[src/hdl/hsim_pkg.sv]
// ----------------------------------------------------------------------------
// hsim_pkg
// Types and constants shared by the hash set intersection matcher.
// ----------------------------------------------------------------------------
`default_nettype none

package hsim_pkg;

  localparam int unsigned TableEntries = 4096;
  localparam int unsigned AddrW        = $clog2(TableEntries);
  localparam int unsigned StepW        = AddrW + 1;
  localparam int unsigned KeyW         = 64;
  localparam int unsigned IdxW         = 12;
  localparam int unsigned InDataW      = 144;
  localparam int unsigned OutDataW     = 24;
  localparam int unsigned QueueDepth   = 2;

  typedef enum logic [1:0] {
    CmdClear  = 2'd0,
    CmdInsert = 2'd1,
    CmdProbe  = 2'd2,
    CmdNop    = 2'd3
  } cmd_e;

  typedef enum logic [1:0] {
    StDone  = 2'd0,
    StMatch = 2'd1,
    StFull  = 2'd2,
    StDup   = 2'd3
  } status_e;

  typedef enum logic [2:0] {
    BkIdle,
    BkClear,
    BkRead,
    BkCheck,
    BkResp
  } back_state_e;

  typedef struct packed {
    cmd_e             cmd;
    logic [KeyW-1:0]  key_lo;
    logic [KeyW-1:0]  key_hi;
    logic [IdxW-1:0]  idx;
  } req_t;

  typedef struct packed {
    status_e          status;
    logic [IdxW-1:0]  index_a;
    logic [IdxW-1:0]  index_b;
  } res_t;

endpackage

`default_nettype wire

[src/hdl/hsim_front.sv]
// ----------------------------------------------------------------------------
// hsim_front
// Accepts requests, decodes the command and holds them in a short queue.
// ----------------------------------------------------------------------------
`default_nettype none

module hsim_front (
  input  wire logic                          clk_i,
  input  wire logic                          rst_ni,
  input  wire logic                          in_valid_i,
  output logic                               in_ready_o,
  input  wire logic [1:0]                    in_cmd_i,
  input  wire logic [hsim_pkg::InDataW-1:0]  in_data_i,
  output logic                               q_valid_o,
  input  wire logic                          q_pop_i,
  output hsim_pkg::req_t                     q_req_o
);

  hsim_pkg::req_t mem_q [hsim_pkg::QueueDepth];
  logic           wr_ptr_q, wr_ptr_d;
  logic           rd_ptr_q, rd_ptr_d;
  logic [1:0]     cnt_q, cnt_d;
  logic           push, pop;
  hsim_pkg::req_t req_in;

  assign in_ready_o = (cnt_q != 2'(hsim_pkg::QueueDepth));
  assign push       = in_valid_i && in_ready_o;
  assign q_valid_o  = (cnt_q != 2'd0);
  assign pop        = q_pop_i && q_valid_o;
  assign q_req_o    = mem_q[rd_ptr_q];

  always_comb begin
    req_in.cmd    = hsim_pkg::cmd_e'(in_cmd_i);
    req_in.key_lo = in_data_i[hsim_pkg::KeyW-1:0];
    req_in.key_hi = in_data_i[2*hsim_pkg::KeyW-1:hsim_pkg::KeyW];
    req_in.idx    = in_data_i[2*hsim_pkg::KeyW+hsim_pkg::IdxW-1:2*hsim_pkg::KeyW];
  end

  always_comb begin
    wr_ptr_d = push ? ~wr_ptr_q : wr_ptr_q;
    rd_ptr_d = pop ? ~rd_ptr_q : rd_ptr_q;
    cnt_d    = cnt_q + 2'(push) - 2'(pop);
  end

  always_ff @(posedge clk_i or negedge rst_ni) begin
    if (!rst_ni) begin
      wr_ptr_q <= 1'b0;
      rd_ptr_q <= 1'b0;
      cnt_q    <= 2'd0;
    end else begin
      wr_ptr_q <= wr_ptr_d;
      rd_ptr_q <= rd_ptr_d;
      cnt_q    <= cnt_d;
    end
  end

  always_ff @(posedge clk_i) begin
    if (push) begin
      mem_q[wr_ptr_q] <= req_in;
    end
  end

endmodule

`default_nettype wire

[config.mk]
export PLATFORM = sky130hd
export DESIGN_NAME = hsim_front
export DESIGN_NICKNAME = d
export VERILOG_FILES = /design/src/hdl/hsim_pkg.sv /design/src/hdl/hsim_front.sv
export SDC_FILE = /design/constraint.sdc
export NUM_CORES = 1
export LEC_CHECK = 0
export BUFFER_PORTS_ARGS = -buffer_cell sky130_fd_sc_hd__buf_2
export CAP_MARGIN = 20
export CORE_MARGIN = 2
export CORE_UTILIZATION = 45
export CTS_CLUSTER_SIZE = 20
export DETAILED_ROUTE_END_ITERATION = 10
export GPL_ROUTABILITY_DRIVEN = 0
export GPL_TIMING_DRIVEN = 1
export PLACE_DENSITY = 0.67
export SYNTH_ARGS = -nofsm -noshare
export SYNTH_HDL_FRONTEND = slang
export SYNTH_SLANG_ARGS = --single-unit
[constraint.sdc]
create_clock -name clk_i -period 21.2 [get_ports clk_i]
set_clock_uncertainty 0.15 [all_clocks]
set_input_delay 3.18 -clock clk_i [delete_from_list [all_inputs] [get_ports clk_i]]
set_output_delay 3.18 -clock clk_i [all_outputs]
set_load 0.01 [all_outputs]
# == Yosys cells after proc, flatten, opt, wreduce, memory -nomap -nowiden ==
# Memory sizes are Yosys's and may differ from the RTL's.
# Cells that the tools add are included.
# totals
register_bits,4
mem_bits_rw,284
input_bits,150
out_inout_bits,144
word_cells,14
memories,1
# memory_table
memory,depth,word_bits,rd,rd_ports_with_merged_regs,write_ports,line,text
mem_q,2,142,1,0,1,hsim_front.sv:19,hsim_pkg::req_t mem_q [hsim_pkg::QueueDepth];
# classes
n_addsub,2
n_eq_ne,1
muxes,2
n_bitwise,2
reduce_logical,3
# ops
operator,count
$add A2 B1 Y2,1
$logic_and A1 B1 Y1,2
$mux W1,2
$ne A2 B2 Y1 const B,1
$not A1 Y1,2
$reduce_bool A2 Y1,1
$sub A2 B1 Y2,1

# == Depth between registers and ports, before layout ==
# Gate-level depths: netlist of run 1.
# logic_depth
word_depth,4
ltp_mapped,7
mapped_depth_nobuf,7

# == Worst setup path before layout of run 1 ==
# No wires, ideal clock.
# synth_timing
path_kind,input -> register
startpoint,in in_valid_i
endpoint,"mem mem_q[0][0] in the netlist's numbering, enable pin"
arrival_ns,9.172
t_required_ns,20.405
slack_ns,11.232
stages,2
cell_sequence,nand2_1 -> nor2_1
# synth_via
elab_chain_cells,3
# synth_lines
element,line,text
start: declaration,hsim_front.sv:10,"input wire logic in_valid_i,"
$logic_and A1 B1 Y1,hsim_front.sv:27,assign push = in_valid_i && in_ready_o;
$mux W1,hsim_front.sv:58,if (push) begin
$mux W1 (implied by the code),hsim_front.sv:59,mem_q[wr_ptr_q] <= req_in;
end: declaration,hsim_front.sv:19,
# No other way between the ends.

==> results, run 1 <==
- The final-layout fill cell count is 1,827.
- The worst-case headroom to the max-slew limit is 28.5%.
- The clock slew seen by the registers of the worst setup and hold paths is 0.06 ns.
- The number of pins exceeding their max-slew limit in the final report was 0.
- The floorplan has 56 rows.
- The element type at the critical path end is an output pin.
- At the worst endpoint, the required time is 17.87 ns.
- TritonCTS built the clock tree.
- The number of enable-type register cells in the synthesized netlist is 284.
- The final critical delay including setup and external delays is 5.89 ns.
- The final-report hold violation count came to 0.
- Buffers inserted to repair hold after CTS numbered 0.
- In this run the clock root is driven by a sky130_fd_sc_hd__clkbuf_16.
- The worst vdd rail ir drop is 0.0820 mV.
- The critical path is of the flip-flop to output pin type.
- The total setup buffers inserted after CTS is 0.
- Summed over all nets, the half-perimeter wirelength after detailed placement is 13.0 mm.
- The largest fanout on the critical path is 61.
- In the finished design, the share of the clock period the worst path needs comes to 27.8%.
- Entering global routing, the biggest net connects 84 pins.
- Max-cap violations in this run came to 0.
- The first routing iteration left 231 violations.
- The via count of the first global-routing pass is 5,569.
- The tree built by TritonCTS fans out to 288 sinks.
- In this run the standard cell core region covers 23,400 um2.
- The sum of overflow across all layers after global routing is 0.
- After routing the design area is 13,400 um2.
- The detail route stage leaves a number of antenna-violating nets equal to 0.
- The power per cell area is 137 nW/um2.
- The number of gates resized after cts is 0.
- The final layout net count is 922.
- STA classifies the critical path startpoint as a flip-flop.
- After synthesis, flip-flops and latches occupy 80.5% of the total area.
- The flow ran to the end, and the final reports show no timing, DRC or antenna violations.
- The number of DRC violations after detailed routing is 0.
- The starting density of the core is 45.8%.
- The die is 158 um wide.
- The final layout contains routed wiring with a total length of 19.4 mm.
- The fraction of registers with async set or reset after synthesis is 1.39%.
- The final route contains 5,282 vias.
- The routed length per instance is 17.5 um.
- Setup violations remaining at the end of the flow were counted as 0.
- The number of ports placed on the die boundary is 294.
- sky130_fd_sc_hd__edfxtp_1 takes more of the synthesized area than any other cell.
- In this run the static leakage power is 5.17 nW.
- Ranked by total cell area, the synthesized netlist is headed by sky130_fd_sc_hd__edfxtp_1 (80%), sky130_fd_sc_hd__mux2_4 (9.8%), sky130_fd_sc_hd__mux2_2 (7.6%).
- The placed instances occupy a cell area of 12,500 um2.
- The die height is 158 um.
- The transition time at the pin with the least slew margin is 1.07 ns.
- The buffer levels on the longest clock path is 3.
- The class of the most critical hold timing path is flip-flop to flip-flop.
- The layout overhead on the synthesized area is 24.6%.
- The fraction of post-synthesis cell area in the top cell type by area is 79.5%.
- The cell area that synthesis handed to floorplanning was 10,700 um2.
- The final-layout worst hold slack is 0.384 ns.
- Across every metal layer, demand over resource in global routing totals 14.3%.
- The clock latency on the worst-skew pair is 0.52 ns.
- The dominant register cell in the synthesized netlist is sky130_fd_sc_hd__edfxtp_1.
- The total power of the final layout is 1.83 mW.
- A synthesized cell averages 23.4 um2.
- The commonest cells after synthesis are sky130_fd_sc_hd__edfxtp_1 (284), sky130_fd_sc_hd__mux2_2 (72), sky130_fd_sc_hd__mux2_4 (70), sky130_fd_sc_hd__buf_6 (9), sky130_fd_sc_hd__buf_2 (7).
- The first global-routing pass estimated 28.0 mm of wire.
- The signal arrival time at the worst endpoint is 2.56 ns.
- The floorplan step defined a die boundary enclosing 25,100 um2.
- The share of layout cells above drive strength 1 is 60.6%.
- After synthesis the netlist holds a flip-flop and latch count of 288.
- Setup repair after global routing left no endpoint under its margin.
- After synthesis, the netlist uses 16 different library cells.
- The Yosys warning count is 0.
- CTS built an H-tree with a depth of 1.
- For the final routed database, the setup TNS stands at 0 ns.
- sky130_fd_sc_hd__edfxtp_1 is the most common cell in the netlist.
- In the routed layout, each cell is associated on average with a via count of 4.77.
- The net count after synthesis is 611.
- The maximum achievable frequency is 170 MHz.
- The number of buffers added by the clock tree synthesis step is 29.
- The number of antenna violations at the first check in global routing is 1.
- The cell count after synthesis came out at 459.
- Port buffering added 289 buffers.
- The first-pass iteration count of the detailed router is 4.
## cell usage in the layout, fill, tap and decap left out
cell type and count:
sky130_fd_sc_hd__and2_1 1, sky130_fd_sc_hd__and3_4 1, sky130_fd_sc_hd__buf_12 1, sky130_fd_sc_hd__buf_16 1, sky130_fd_sc_hd__buf_2 289, sky130_fd_sc_hd__buf_4 5, sky130_fd_sc_hd__bufinv_16 1, sky130_fd_sc_hd__clkbuf_1 5
sky130_fd_sc_hd__clkbuf_16 29, sky130_fd_sc_hd__clkinv_1 8, sky130_fd_sc_hd__clkinv_2 4, sky130_fd_sc_hd__dfrtp_1 3, sky130_fd_sc_hd__dfrtp_4 1, sky130_fd_sc_hd__diode_2 3, sky130_fd_sc_hd__edfxtp_1 284, sky130_fd_sc_hd__ha_1 2
sky130_fd_sc_hd__inv_1 1, sky130_fd_sc_hd__mux2_2 72, sky130_fd_sc_hd__mux2_4 70, sky130_fd_sc_hd__nand2_1 1, sky130_fd_sc_hd__nand2b_1 1, sky130_fd_sc_hd__nor2_4 1, sky130_fd_sc_hd__or2_2 1, sky130_fd_sc_hd__xnor2_1 3
sky130_fd_sc_hd__xor2_1 1
## flip-flops by register name, indices dropped and copies added (netlist names)
name      flops
cnt_q         2
mem_q       284
rd_ptr_q      1
wr_ptr_q      1
## logic make-up (layout without fill, tap and decap cells)
kind of cell,count (synthesis),count (layout),synth area share (%)
flip-flops,288,288,80.5
multiplexers,142,142,17.4
buffers and inverters,17,344,1.31
AND/OR/NAND/NOR,6,6,0.303
XOR/XNOR,4,4,0.327
adder cells (fa/ha/maj),2,2,0.233
other,0,3,0
## worst max-delay path: stages, from the launching register on
cell and delay, ns:
sky130_fd_sc_hd__dfrtp_4 0.56, sky130_fd_sc_hd__buf_4 0.85, sky130_fd_sc_hd__mux2_2 0.42, sky130_fd_sc_hd__buf_2 0.14
## layout make-up
class	count	area (um2)	share of cell area, %
clock inverters	13	80.1	0.599
well taps	319	399	2.99
inverters	1	3.75	0.0281
diodes	3	7.51	0.0562
multi-input cells	154	1970	14.7
flip-flops and latches	288	8630	64.6
clock buffers	34	744	5.57
repair buffers	296	1530	11.5
## layer usage
layer / part of all wire (%) / GRT usage, % / wire, um
met3: 11 / 5.50 / 2120
met4: 2.1 / 4.59 / 401
met1: 38 / 15.9 / 7370
met2: 49 / 25.4 / 9480
met5: 0 / 0 / 0
## report_power, final
group          total [mW]  leakage [nW]  internal [mW]  switching, mW
Sequential          0.813          2.68          0.779         0.0339
Combinational       0.569          2.09          0.276          0.293
Clock               0.448         0.406          0.258          0.190
Total                1.83          5.17           1.31          0.517
## metrics by stage
| stage | worst slack (ns) | instances | utilization [%] |
|---|---|---|---|
| 2_1_floorplan | 11.23 | 459 | - |
| 3_3_place_gp | 15.63 | 1056 | 53.4 |
| 3_5_place_dp | 15.54 | 1056 | 53.4 |
| 4_1_cts | 15.27 | 1103 | 56.9 |
| 5_1_grt | 15.17 | 1106 | 57.1 |
| 6_report | 15.31 | 1108 | 57.1 |
## worst paths after layout
kind	startpoint	end	slack (ns)	cells after the start
hold reg to reg	cnt_q[0]	cnt_q[0]	0.38	1
setup reg to reg	cnt_q[1]	mem_q[1][19]	18.44	4
max in group asynchronous	rst_ni	rd_ptr_q	18.44	1
min in group asynchronous	rst_ni	cnt_q[1]	2.31	1
hold / removal	cnt_q[0]	cnt_q[0]	0.38	1
setup / recovery	rd_ptr_q	q_req_o[141]	15.31	3
Power figures use the tool's default switching activity.
==> inputs of run 2 (changes only) <==
--- a/config.mk
+++ b/config.mk
@@ -13,7 +13,7 @@
 export DETAILED_ROUTE_END_ITERATION = 10
 export GPL_ROUTABILITY_DRIVEN = 0
 export GPL_TIMING_DRIVEN = 1
-export PLACE_DENSITY = 0.67
+export PLACE_DENSITY = 0.7
 export SYNTH_ARGS = -nofsm -noshare
 export SYNTH_HDL_FRONTEND = slang
 export SYNTH_SLANG_ARGS = --single-unit
==> constraint.sdc (replaced) <==
create_clock -name clk_i -period 5.1 [get_ports clk_i]
set_clock_uncertainty 0.15 [all_clocks]
set_input_delay 0.765 -clock clk_i [delete_from_list [all_inputs] [get_ports clk_i]]
set_output_delay 0.765 -clock clk_i [all_outputs]
set_load 0.01 [all_outputs]
==> run 2 against run 1 <==
  * Combinational power grew to 4.1 times the previous value
  * Highest routed layer is now met5
  * Setup slack lost 14 ns
  * Clock power increased to 4.4 times the previous value
==> results, run 2 (synthesis results as in run 1) <==
- The die height is 158 um (unchanged).
- The CTS tree is yes.
- The number of antenna cells inserted was 0 (-3).
- The footprint of the flip-flops and latches is 8630 um2 (unchanged).
- The register with the most flip-flops is mem_q.
- The aggregate negative setup slack is 0 ns (unchanged).
- The via count is 5,262 (-0.38%).
- The number of input and output port buffers inserted is 289 (unchanged).
- The area of the die is 25,100 um2 (unchanged).
- The total wirelength of the detailed-routed design was 19.5 mm (+0.62%).
- The clock latency on the worst-skew pair is 0.54 ns (+0.02 ns).
- The number of pins exceeding their max-slew limit in the final report is 0 (unchanged).
- The top cell types in the final layout, fill and taps aside, are sky130_fd_sc_hd__buf_2 (289), sky130_fd_sc_hd__edfxtp_1 (284), sky130_fd_sc_hd__mux2_2 (72).
- The number of antenna violations at the first check in global routing came to 1 (unchanged).
- The estimated wirelength of the detail-placed design is 12.7 mm (-2.3%).
- The worst reg2reg path depth is 4 (unchanged).
- Timing would allow up to 285 MHz.
- The iteration-0 DRC count of the detailed router is 267 (+16%).
- The count of max-cap constraint violations is 0 (unchanged).
- The signal on the critical path passes through buf_4, mux2_2, buf_2.
- The power per cell area came to 573 nW/um2 (+320%).
- The total power of the final layout is 7.69 mW (+320%).
- The number of DRC violations after detailed routing came to 0 (unchanged).
- The worst vdd rail ir drop is 0.390 mV (+380%).
- The final layout net count was 921 (-0.11%).
- The worst hold path startpoint is in_data_i[135].
- The wire length of the first global-routing pass is 28.1 mm (+0.62%).
- The signal arrival time at the worst endpoint is 2.60 ns (+0.04 ns).
- The buffer type at the clock tree root is sky130_fd_sc_hd__clkbuf_16.
- The path with the worst hold slack has its endpoint at mem_q[0][7].
- Compared with the post-synthesis result, the final layout area differs by 25.1%.
- The via count normalized by instance count was 4.74 (-0.65%).
- The worst setup slack for register-to-register paths is 2.61 ns (-15.83 ns).
- The worst endpoint required time came to 4.18 ns (-13.69 ns).
- The sum of overflow across all layers after global routing is 0 (unchanged).
- The floorplan row count is 56 (unchanged).
- The number of buffers added by the clock tree synthesis step is 29 (unchanged).
- The element type at the critical path end is an output pin.
- The global router's overall resource usage was 14.5% (+0.18 points).
- The share of layout cells above drive strength 1 is 60.9% (+0.30 points).
- The number of levels in the clock H-tree is 1 (unchanged).
- The final-layout fill cell count is 1,826 (-0.055%).
- The starting density of the core came to 45.8% (unchanged).
- The number of gates resized after cts was 0 (unchanged).
- The final critical delay including setup and external delays is 3.51 ns.
- The area of the core is 23,400 um2 (unchanged).
- The transition time at the pin with the least slew margin is 1.06 ns (-0.00995 ns).
- The worst reg2reg path startpoint is cnt_q[1].
- The cell at the slowest stage of the critical path is sky130_fd_sc_hd__dfrtp_4.
- The kind of launch point of the worst setup path is a flip-flop.
- The footprint of the multi-input gates is 1970 um2 (unchanged).
- The class of the most critical hold timing path is input port to flip-flop.
- The clock slew seen by the registers of the worst setup and hold paths is 0.06 ns (about the same).
- The via count of the first global-routing pass was 5,440 (-2.3%).
- The routed length per instance is 17.5 um (+0.35%).
- The final-report hold violation count is 0 (unchanged).
- The cell depth of the worst min-delay path is 1 (unchanged).
- The largest fanout on the critical path came to 46 (-25%).
- Setup repair after global routing left no endpoint under its margin.
- The largest registers in the layout are mem_q: 284 flops, cnt_q: 2 flops.
- The endpoint identified for the worst register-to-register timing path is mem_q[0][131].
- The worst path uses 68.8% of the clock period.
- The remaining number of nets flagged by the antenna check after routing was 0 (unchanged).
- The first-pass iteration count of the detailed router is 4 (unchanged).
- The run finished with clean final reports.
- The buffer levels on the longest clock path came to 3 (unchanged).
- The number of setup violations in the final report was 0 (unchanged).
- The maximum number of pins on one net before global-route repair is 82 (-2.4%).
- The static leakage power is 5.20 nW (+0.59%).
- The peak per-stage delay on the critical path is 0.83 ns (-0.02 ns).
- The number of ports placed on the die boundary is 294 (unchanged).
- The die width is 158 um (unchanged).
- The library cell used most frequently in the layout, excluding fill and tap cells, is sky130_fd_sc_hd__buf_2.
- The critical path class is flip-flop to output pin.
- The total setup buffers inserted after CTS is 0 (unchanged).
- The worst-case headroom to the max-slew limit was 29.1% (+0.66 points).
- The TritonCTS sink count is 288 (unchanged).
- The flip-flop count of the largest register after layout is 284 (unchanged).
==> run 2: cell types whose count changed in the layout (fill, tap and decap cells not counted), sizes merged <==
cell         delta
clkbuf          +6
diode           -3
buf             -2
dlygate4sd3     +1
inv             +1
==> run 2: repair_timing <==
action	CTS	global route
endpoints found under the setup margin	0	0
hold endpoints to repair	4	0
hold buffers	1	0
==> run 2: how the worst max path moves through the flow <==
stage,from,endpoint,slack [ns],cells past startpoint
2_1_floorplan,in_valid_i,mem_q[1][0],0.37,1
3_3_place_gp,rd_ptr_q,q_req_o[2],2.17,3
3_5_place_dp,rd_ptr_q,q_req_o[2],2.13,3
4_1_cts,rd_ptr_q,q_req_o[34],1.54,3
5_1_grt,rd_ptr_q,q_req_o[34],1.47,3
6_report,rd_ptr_q,q_req_o[34],1.59,3
==> run 2: routing by layer <==
metal | track usage, % | vias to the layer above | routed length [um]
met1 | 16.8 | 2565 | 7350
met2 | 25.4 | 205 | 9820
li1 | - | 2450 | -
met4 | 4.55 | 2 | 405
met3 | 4.90 | 40 | 1910
met5 | 0 | - | 13
==> run 2: per-stage QoR <==
stage	hold WS, ns	util (%)	cell area (um2)	instances	setup WS [ns]
6_report	0.262	57.3	13400	1111	1.59
5_1_grt	0.239	57.3	13400	1111	1.47
4_1_cts	0.228	57.3	13400	1111	1.54
3_5_place_dp	0.379	53.5	12500	1056	2.13
3_3_place_gp	0.345	53.5	12500	1056	2.17
2_1_floorplan	0.319	-	10700	459	0.370
==> run 2: power by group <==
part           leakage (nW)  internal (mW)  total, mW  switching, mW
Sequential             2.68           3.24       3.43          0.190
Clock                 0.441           1.13       1.95          0.823
Combinational          2.08           1.13       2.31           1.18
Total                  5.20           5.50       7.69           2.19
==> run 2: worst max-delay path, delay by kind of cell (launching register included) <==
kind	cells	cell delay [ns]
buffers and inverters	2	0.78
DFF	1	0.83
muxes	1	0.42
==> run 2: final cells by class <==
cell class	instances	share of cell area, %
flip-flops and latches	288	64.3
multi-input cells	154	14.7
repair buffers	295	11.4
clock buffers	40	5.86
well taps	319	2.97
clock inverters	14	0.737
inverters	1	0.0280
